$ cat src/design/xfv_pkg.sv
// ----------------------------------------------------------------------------
// xfv_pkg
// Shared constants and types for the XOR frame validator.
// ----------------------------------------------------------------------------
package xfv_pkg;

    localparam logic [7:0] HDR0_BYTE  = 8'hAA;
    localparam logic [7:0] HDR1_BYTE  = 8'h55;
    localparam logic [7:0] TAIL0_BYTE = 8'h55;
    localparam logic [7:0] TAIL1_BYTE = 8'hAA;

    localparam logic [1:0] STATUS_OK     = 2'd0;
    localparam logic [1:0] STATUS_HEADER = 2'd1;
    localparam logic [1:0] STATUS_TAIL   = 2'd2;
    localparam logic [1:0] STATUS_PARITY = 2'd3;

    typedef struct packed {
        logic       valid;
        logic [7:0] data_byte;
        logic       frame_start;
    } xfv_byte_t;

    typedef struct packed {
        logic       valid;
        logic [1:0] check_status;
        logic [7:0] body_length;
    } xfv_result_t;

endpackage

$ cat src/design/xfv_in_reg.sv
// ----------------------------------------------------------------------------
// xfv_in_reg
// Input register that holds one received byte until the checker takes it.
// ----------------------------------------------------------------------------
module xfv_in_reg (
    input  logic              aclk,
    input  logic              aresetn,
    input  logic              s_valid,
    output logic              s_ready,
    input  logic [7:0]        s_data_byte,
    input  logic              s_frame_start,
    input  logic              advance,
    output xfv_pkg::xfv_byte_t byte_q
);
    import xfv_pkg::*;

    logic       valid_reg;
    logic       valid_next;
    logic [7:0] data_reg;
    logic       start_reg;

    assign s_ready = !valid_reg || advance;

    always_comb begin
        valid_next = valid_reg;
        if (s_ready) begin
            valid_next = s_valid;
        end
    end

    always_ff @(posedge aclk) begin
        if (!aresetn) begin
            valid_reg <= 1'b0;
        end else begin
            valid_reg <= valid_next;
        end
    end

    always_ff @(posedge aclk) begin
        if (s_valid && s_ready) begin
            data_reg  <= s_data_byte;
            start_reg <= s_frame_start;
        end
    end

    assign byte_q.valid       = valid_reg;
    assign byte_q.data_byte   = data_reg;
    assign byte_q.frame_start = start_reg;

endmodule

$ cat src/design/xfv_frame_chk.sv
// ----------------------------------------------------------------------------
// xfv_frame_chk
// Frame state and per-byte checks: header, length, parity and tail.
// ----------------------------------------------------------------------------
module xfv_frame_chk (
    input  logic                aclk,
    input  logic                aresetn,
    input  logic                advance,
    input  xfv_pkg::xfv_byte_t  byte_q,
    output xfv_pkg::xfv_result_t result
);
    import xfv_pkg::*;

    logic [8:0] pos_reg;
    logic [8:0] pos_next;
    logic [7:0] len_reg;
    logic [7:0] len_next;
    logic [7:0] parity_reg;
    logic [7:0] parity_next;
    logic       parity_good_reg;
    logic       parity_good_next;
    logic       tail_good_reg;
    logic       tail_good_next;
    logic       active_reg;
    logic       active_next;

    logic [8:0] pos_cur;
    logic [7:0] len_cur;
    logic [7:0] parity_cur;
    logic       parity_good_cur;
    logic       tail_good_cur;
    logic       active_cur;
    logic [8:0] len_ext;
    logic       tail_ok;
    logic [7:0] b;

    always_comb begin
        b = byte_q.data_byte;
        if (byte_q.frame_start) begin
            pos_cur         = '0;
            len_cur         = '0;
            parity_cur      = '0;
            parity_good_cur = 1'b0;
            tail_good_cur   = 1'b0;
            active_cur      = 1'b1;
        end else begin
            pos_cur         = pos_reg;
            len_cur         = len_reg;
            parity_cur      = parity_reg;
            parity_good_cur = parity_good_reg;
            tail_good_cur   = tail_good_reg;
            active_cur      = active_reg;
        end
        len_ext = {1'b0, len_cur};

        pos_next         = pos_cur;
        len_next         = len_cur;
        parity_next      = parity_cur;
        parity_good_next = parity_good_cur;
        tail_good_next   = tail_good_cur;
        active_next      = active_cur;
        tail_ok          = 1'b0;

        result.valid        = 1'b0;
        result.check_status = STATUS_OK;
        result.body_length  = '0;

        if (active_cur) begin
            pos_next = pos_cur + 9'd1;
            if (pos_cur == 9'd0 || pos_cur == 9'd1) begin
                if (b != ((pos_cur == 9'd0) ? HDR0_BYTE : HDR1_BYTE)) begin
                    result.valid        = 1'b1;
                    result.check_status = STATUS_HEADER;
                    active_next         = 1'b0;
                    pos_next            = pos_cur;
                end
            end else if (pos_cur == 9'd2) begin
                len_next    = b;
                parity_next = b;
            end else if (pos_cur < len_ext + 9'd3) begin
                parity_next = parity_cur ^ b;
            end else if (pos_cur == len_ext + 9'd3) begin
                parity_good_next = (parity_cur == b);
            end else if (pos_cur == len_ext + 9'd4) begin
                tail_good_next = (b == TAIL0_BYTE);
            end else begin
                tail_ok        = tail_good_cur && (b == TAIL1_BYTE);
                tail_good_next = tail_ok;
                result.valid   = 1'b1;
                if (!tail_ok) begin
                    result.check_status = STATUS_TAIL;
                end else if (!parity_good_cur) begin
                    result.check_status = STATUS_PARITY;
                end else begin
                    result.check_status = STATUS_OK;
                end
                result.body_length = len_cur;
                active_next        = 1'b0;
                pos_next           = pos_cur;
            end
        end
    end

    always_ff @(posedge aclk) begin
        if (!aresetn) begin
            pos_reg         <= '0;
            len_reg         <= '0;
            parity_reg      <= '0;
            parity_good_reg <= 1'b0;
            tail_good_reg   <= 1'b0;
            active_reg      <= 1'b0;
        end else if (advance) begin
            pos_reg         <= pos_next;
            len_reg         <= len_next;
            parity_reg      <= parity_next;
            parity_good_reg <= parity_good_next;
            tail_good_reg   <= tail_good_next;
            active_reg      <= active_next;
        end
    end

    // A reported frame leaves the checker idle.
    a_idle_after_report: assert property (@(posedge aclk) disable iff (!aresetn)
        (advance && result.valid) |=> !active_reg)
        else $error("checker still active after a report");

    // A header failure never carries a length.
    a_header_no_length: assert property (@(posedge aclk) disable iff (!aresetn)
        (result.valid && result.check_status == STATUS_HEADER) |-> (result.body_length == 8'd0))
        else $error("header error with nonzero length");

    // The position never runs past the final tail byte.
    a_pos_bound: assert property (@(posedge aclk) disable iff (!aresetn)
        active_reg |-> (pos_reg <= {1'b0, len_reg} + 9'd5))
        else $error("byte position beyond frame end");

endmodule

$ cat src/design/xfv_out_reg.sv
// ----------------------------------------------------------------------------
// xfv_out_reg
// Result register that holds one report until the result transfer completes.
// ----------------------------------------------------------------------------
module xfv_out_reg (
    input  logic                 aclk,
    input  logic                 aresetn,
    input  logic                 advance,
    input  xfv_pkg::xfv_result_t result,
    output logic                 out_free,
    output logic                 m_valid,
    input  logic                 m_ready,
    output logic [1:0]           m_check_status,
    output logic [7:0]           m_body_length
);
    import xfv_pkg::*;

    logic       valid_reg;
    logic       valid_next;
    logic [1:0] status_reg;
    logic [7:0] length_reg;
    logic       load;

    assign out_free = !valid_reg || m_ready;
    assign load     = advance && result.valid;

    always_comb begin
        valid_next = valid_reg;
        if (out_free) begin
            valid_next = load;
        end
    end

    always_ff @(posedge aclk) begin
        if (!aresetn) begin
            valid_reg <= 1'b0;
        end else begin
            valid_reg <= valid_next;
        end
    end

    always_ff @(posedge aclk) begin
        if (load) begin
            status_reg <= result.check_status;
            length_reg <= result.body_length;
        end
    end

    assign m_valid        = valid_reg;
    assign m_check_status = status_reg;
    assign m_body_length  = length_reg;

endmodule

$ cat src/design/xor_frame_validator_core.sv
// The report for an accepted byte is loaded into the result register behind m_valid.
// Throughput: one byte per cycle; the frame state update is a single registered pass.
// A waiting result stalls input only while the result register stays full.
// Reset: synchronous, active low; clears valids and frame state, block goes idle.
// ----------------------------------------------------------------------------
// xor_frame_validator_core
// Checks header, length, XOR parity and tail of frames received byte by byte.
// ----------------------------------------------------------------------------
module xor_frame_validator_core (
    input  logic       aclk,
    input  logic       aresetn,
    input  logic       s_valid,
    output logic       s_ready,
    input  logic [7:0] s_data_byte,
    input  logic       s_frame_start,
    output logic       m_valid,
    input  logic       m_ready,
    output logic [1:0] m_check_status,
    output logic [7:0] m_body_length
);
    import xfv_pkg::*;

    xfv_byte_t   byte_q;
    xfv_result_t result;
    logic        out_free;
    logic        advance;

    assign advance = byte_q.valid && out_free;

    xfv_in_reg u_in_reg (
        .aclk          (aclk),
        .aresetn       (aresetn),
        .s_valid       (s_valid),
        .s_ready       (s_ready),
        .s_data_byte   (s_data_byte),
        .s_frame_start (s_frame_start),
        .advance       (advance),
        .byte_q        (byte_q)
    );

    xfv_frame_chk u_frame_chk (
        .aclk    (aclk),
        .aresetn (aresetn),
        .advance (advance),
        .byte_q  (byte_q),
        .result  (result)
    );

    xfv_out_reg u_out_reg (
        .aclk           (aclk),
        .aresetn        (aresetn),
        .advance        (advance),
        .result         (result),
        .out_free       (out_free),
        .m_valid        (m_valid),
        .m_ready        (m_ready),
        .m_check_status (m_check_status),
        .m_body_length  (m_body_length)
    );

endmodule
$ cat config.mk
export PLATFORM = sky130hd
export DESIGN_NAME = xor_frame_validator_core
export DESIGN_NICKNAME = d
export VERILOG_FILES = /design/src/design/xfv_pkg.sv /design/src/design/xfv_in_reg.sv /design/src/design/xfv_frame_chk.sv /design/src/design/xfv_out_reg.sv /design/src/design/xor_frame_validator_core.sv
export SDC_FILE = /design/constraint.sdc
export NUM_CORES = 1
export LEC_CHECK = 0
export ABC_AREA = 1
export BUFFER_PORTS_ARGS = -buffer_cell sky130_fd_sc_hd__buf_2
export CAP_MARGIN = 30
export CELL_PAD_IN_SITES_DETAIL_PLACEMENT = 1
export CELL_PAD_IN_SITES_GLOBAL_PLACEMENT = 1
export CORE_MARGIN = 10
export CORE_UTILIZATION = 30
export CTS_BUF_LIST = sky130_fd_sc_hd__clkbuf_2 sky130_fd_sc_hd__clkbuf_4 sky130_fd_sc_hd__clkbuf_8
export DETAILED_ROUTE_END_ITERATION = 7
export PLACE_DENSITY_LB_ADDON = 0.1
export SYNTH_ARGS = -nofsm -noshare
export SYNTH_HDL_FRONTEND = slang
export SYNTH_SLANG_ARGS = --single-unit
$ cat constraint.sdc
create_clock -name aclk -period 8.4 [get_ports aclk]
set_input_delay 1.26 -clock aclk [delete_from_list [all_inputs] [get_ports aclk]]
set_output_delay 1.26 -clock aclk [all_outputs]
set_load 0.005 [all_outputs]
# After elaboration in Yosys (flattened, before gate mapping)
# Index checks and enable logic that the tools add are counted.
# word_totals
regBits,49
input_bits,13
out_inout_bits,12
wordCells,86
# classes
n_addsub,3
order_cmp,1
eq_ne,8
n_mux,49
n_bitwise,2
reduce_logical,11
# op_table
operator,count
$mux W8,11
$mux W9,8
$mux W11,5
$mux W1,21
$eq A9 B9 Y1,2
$add A8 B2 Y9 const B,1
$add A8 B3 Y9 const B,1
$add A9 B1 Y9 const B,1
$eq A9 B1 Y1 const B,1
$eq A9 B2 Y1 const B,1
$logic_not A9 Y1,1
$lt A9 B9 Y1,1
$eq A8 B7 Y1 const B,1
$eq A8 B8 Y1,1
$eq A8 B8 Y1 const B,1
$ne A8 B8 Y1,1
$xor A8 B8 Y8,1
$mux W3,2
$reduce_or A6 Y1,1
$logic_and A1 B1 Y1,4
$mux W2,2
$logic_or A1 B1 Y1,3
$logic_not A1 Y1,2
$not A1 Y1,1

# Logic depth before layout (Yosys ltp)
# logic_depth
word_depth,10
depth_mapped,20
ltp_nobuf,20

# Hierarchy
# Synthesis repeated with hierarchy kept, for this count alone.
# hier_totals
cells_unflattened,511
area_unflattened_um2,3495.9
# by_module_without_submodules
module,instances,cells_per_inst,area_each_um2,seq_area_each_um2
xfv_frame_chk,1,474,2801.4,560.5
xfv_out_reg,1,17,350.3,320.3
xfv_in_reg,1,18,336.6,290.3
xor_frame_validator_core,1,2,7.5,0.0

# Least setup slack after synthesis
# No wires, ideal clock.
# synth_path
path_type,reg-to-reg
startpoint,reg u_in_reg.start_reg
endpoint,"reg u_out_reg.length_reg[0], in the netlist u_out_reg.m_body_length[0] (enable)"
setup_ns,0.334
t_arrival_ns,2.847
t_required_ns,8.066
slack_ns,5.219
stages_incl_launch_ff,18
n_path_buf,1
period_less_slack_ns,3.181
path_cell_list,edfxtp_1 > buf_2 > nor2_1 > ha_1 > nand3_1 > nor2_1 > nand3_1 > ha_1 > nand2_1 > nor2_1 > nand3b_1 > nand3_1 > nand2_1 > inv_2 > nand3_4 > nand2_1 > nand3_1 > inv_1
# synth_via
elab_chain_len,10
word_cells_on_any_way,22
cone_classes,add/sub: 2; order compare: 1; eq/ne: 5; mux: 11; reduce/logical: 3
# synth_rtl
element,line_no,text
start: declaration,xfv_in_reg.sv:20,logic start_reg;
start signal: assignment,xfv_in_reg.sv:42,start_reg <= s_frame_start;
$mux W8 (*),xfv_frame_chk.sv:39,if (byte_q.frame_start) begin
via u_frame_chk.len_cur[3],xfv_frame_chk.sv:28,logic [7:0] len_cur;
branches (longest 4 deep; another with $add A8 B2 Y9),--,
$mux W11 (*),xfv_frame_chk.sv:80,end else if (pos_cur < len_ext + 9'd3) begin
$mux W11 (*),xfv_frame_chk.sv:77,end else if (pos_cur == 9'd2) begin
$mux W3 (*),xfv_frame_chk.sv:70,if (pos_cur == 9'd0 || pos_cur == 9'd1) begin
$mux W11 (*),xfv_frame_chk.sv:68,if (active_cur) begin
$logic_and A1 B1 Y1 (*),xfv_out_reg.sv:25,assign load = advance && result.valid;
via u_out_reg.load,xfv_out_reg.sv:22,logic load;
end signal: assignment,xfv_out_reg.sv:45,length_reg <= result.body_length;
end: declaration,xfv_out_reg.sv:21,logic [7:0] length_reg;
# Mark *: on every way through the listed nets, which the timed path passes.
# A chain may end at the register's enable or synchronous reset.

# Final worst setup path
# layout_path
startpoint,reg u_in_reg.start_reg
endpoint,"reg u_out_reg.status_reg[0], in the netlist u_out_reg.m_check_status[0] (enable)"
# layout_via
elab_chain_len,10
word_cells_on_any_way,22
cone_classes,add/sub: 2; order compare: 1; eq/ne: 5; mux: 11; reduce/logical: 3
# layout_rtl
element,line_no,text
branches (longest 8 deep; another with $add A8 B2 Y9),--,
$mux W11 (*),xfv_frame_chk.sv:68,
$logic_and A1 B1 Y1 (*),xfv_out_reg.sv:25,
via u_out_reg.load,xfv_out_reg.sv:22,
end signal: assignment,xfv_out_reg.sv:44,status_reg <= result.check_status;
end: declaration,xfv_out_reg.sv:20,logic [1:0] status_reg;
# Marks and branches as above.

==> run summary <==
global-route wire length before repair: 18.29 mm
Cells after Synth: 505
Starting Density: 30.65%
DP HPWL: 8.690 mm
hold path depth: 2
Clock Tree Root: clkbuf_8
PwrDens: 144.1 mW/mm2
worst r2r src: u_in_reg.start_reg$_DFFE_PP_
vias in the first global route: 3457
Crit. End Element: register
buffers added on ports: 24
H-tree Lvls: 2
Avg Inst Size Synth: 6.930 um2
hold buffers post-CTS: 0
Least-Margin Pin Slew: 0.7621 ns
CP max FO: 29
layout cells sized above 1: 12.24%
Hold Path End: u_frame_chk.parity_reg[6]$_SDFFE_PN0P_
Warnings, synthesis: 0
Hold Crit Class: reg -> reg
Fin. Hold Viols: 0
P_leak: 1.725 nW
Final Total Pwr: 0.5486 mW
sequential area share after synthesis: 33.46%
VDD IR max: 0.06610 mV
Initial DRC Count: 138
Crit path max-delay family: simple AND/OR/NAND/NOR gates
Die W: 128.0 um
Resized cells post-CTS: 0
DR DRC count: 0
Clock Tree Buf Depth: 2
Crit path buffers/inverters: 3
filler cell count: 1499
r2r endpoint: u_out_reg.m_check_status[0]$_SDFFCE_PP0P_
count of final setup violators: 0
unrepaired setup endpoints after global routing: false
antenna violations before repair: 0
commonest non-fill, non-tap cells in the layout: 123 x nand2_1, 64 x inv_1, 49 x nor2_1
die area: 0.01639 mm2
Reg2Reg Setup Slack: 4.01 ns
Peak Freq: 227.6 MHz
CTS Sinks: 49
Final WS setup: 4.006 ns
drt pass-1 iters: 4
Slew headroom: 49.07%
most common cell after layout, fill and taps aside: nand2_1
GRT overflow: 0
FF+latch count, synth: 49
Critical Path Source Type: register
Worst-path clk slew: 0.09 ns
ANT nets after route: 0
# Post-CTS Setup Buffers: 0
final slew viol count: 0
total number of vias: 3325
clk_lat worst skew: 0.33 ns
number of clock buffers inserted by TritonCTS: 5
I/O pins: 25
Cell Count Post-Placement: 658
Final Non-Filler Cells: 666
Largest register FFs: 9
GP Congestion: 0.8361
worst r2r path cells: 17
Tcrit/Tclk final: 52.31%
Worst EP required: 8.37 ns
number of distinct library cells after synthesis: 33
Routed WL: 11.17 mm
Total Neg Setup Slack: 0 ns
Vert. Die Dim: 128.0 um
crit path kind: reg -> reg
Diodes inserted: 0
DP Worst Slack: 3.966 ns
Row Count: 39
Worst EP arrival: 4.37 ns
wire per inst: 16.78 um
vias per inst: 4.992
skew final: 0.01947 ns
Util after Layout: 33.33%
cells along the critical path: inv_2 > nand2_2 > a21oi_1 > nand3_1 > nor2_1 > xor2_1 > ha_1 > nand2_1 > nor2_1 > nand3b_1 > nand3_1 > nand2_1 > inv_2 > nand3_4 > nand2_1 > nand3_1 > inv_1
largest net degree at the start of global routing: 30
core area: 0.01142 mm2
Area Overhead vs Synth: 8.759%
mapped cell area: 0.003500 mm2
critical path's slowest cell: edfxtp_1
hold_sp: u_frame_chk.parity_reg[6]$_SDFFE_PN0P_
outcome: completed
Overall Global Routing Usage: 14.00%
Max stage delay on crit path: 0.65 ns
max-cap violations: 0
Tmin final: 4.394 ns
Syn Nets: 533
NumNets Final: 550
CTS tree: done
power breakdown:
group	internal [mW]	switching (mW)
registers	0.260	0.0123
clock network	0.0622	0.0897
logic	0.0387	0.0861
total	0.360	0.188
worst min-delay path, cell delays in order, from the launching register on:
cell     delay, ns
dfxtp_1       0.32
nand2_1       0.06
a21oi_1       0.05
layout make-up:
| cell class | count | area [um2] | share of cell area [%] |
|---|---|---|---|
| Clock inverter | 2 | 15.01 | 0.3945 |
| Sequential cell | 49 | 1171 | 30.77 |
| Clock buffer | 6 | 76.32 | 2.005 |
| Inverter | 74 | 277.8 | 7.298 |
| Multi-Input combinational cell | 367 | 1959 | 51.48 |
| Tap cell | 143 | 178.9 | 4.701 |
| Timing Repair Buffer | 25 | 127.6 | 3.353 |
worst max path at each step:
stage	start	to	depth (start not counted)
3_3_place_gp	u_in_reg.start_reg$_DFFE_PP_	u_out_reg.m_body_length[7]$_SDFFCE_PP0P_	17
3_5_place_dp	u_in_reg.start_reg$_DFFE_PP_	u_out_reg.m_body_length[7]$_SDFFCE_PP0P_	17
6_report	u_in_reg.start_reg$_DFFE_PP_	u_out_reg.m_check_status[0]$_SDFFCE_PP0P_	17
4_1_cts	u_in_reg.start_reg$_DFFE_PP_	u_out_reg.m_check_status[0]$_SDFFCE_PP0P_	17
5_1_grt	u_in_reg.start_reg$_DFFE_PP_	u_out_reg.m_check_status[0]$_SDFFCE_PP0P_	17
2_1_floorplan	u_in_reg.start_reg$_DFFE_PP_	u_out_reg.m_body_length[0]$_SDFFCE_PP0P_	17
cell usage after synthesis:
cell / count / area [um2]
ha_1: 15 / 187.7
buf_6: 4 / 45.04
nand3b_1: 1 / 7.510
or2_0: 1 / 6.260
o211ai_1: 14 / 105.1
buf_2: 4 / 20.02
a21oi_1: 35 / 175.2
nor3_1: 4 / 20.02
nor2_1: 49 / 183.9
nand4_2: 1 / 12.51
o21a_1: 1 / 7.510
inv_2: 9 / 33.78
a21oi_2: 1 / 8.760
xor2_1: 15 / 131.4
nand2_1: 123 / 461.7
o21ai_0: 24 / 120.1
nand3_1: 40 / 200.2
nand2_4: 6 / 67.56
nand2_2: 6 / 37.54
clkbuf_1: 7 / 26.28
inv_1: 64 / 240.2
dfxtp_1: 30 / 600.6
edfxtp_1: 19 / 570.6
nor4_1: 3 / 18.77
clkinv_1: 1 / 3.750
nor2_2: 4 / 25.02
nand4_1: 12 / 75.07
o21ai_1: 6 / 30.03
nand3_4: 2 / 35.03
xnor2_1: 1 / 8.760
a21oi_4: 1 / 16.27
nor3_2: 1 / 10.01
a21o_1: 1 / 7.510
kinds of logic after synthesis:
| logic type | after synthesis | share of synthesized area, % |
|---|---|---|
| simple gates | 253 | 33.18 |
| xor+xnor | 16 | 4.004 |
| fa+ha+maj | 15 | 5.363 |
| flops | 49 | 33.46 |
| compound gates | 83 | 13.44 |
| buf+inv | 89 | 10.55 |
per-layer routing:
layer	wire, um	vias up	GRT usage [%]
met2	5564	34	24.59
met4	241	0	4.834
met5	0	-	0
met3	253	14	2.151
met1	5115	1594	16.89
li1	-	1683	-
stage by stage:
step	instance area (um2)	hold slack [ns]
6_report	3806	0.4723
5_1_grt	3806	0.5017
3_3_place_gp	3707	0.4533
2_1_floorplan	3500	0.4453
3_5_place_dp	3715	0.4581
4_1_cts	3806	0.4728
Note: power is estimated with default switching activity, not from simulation.
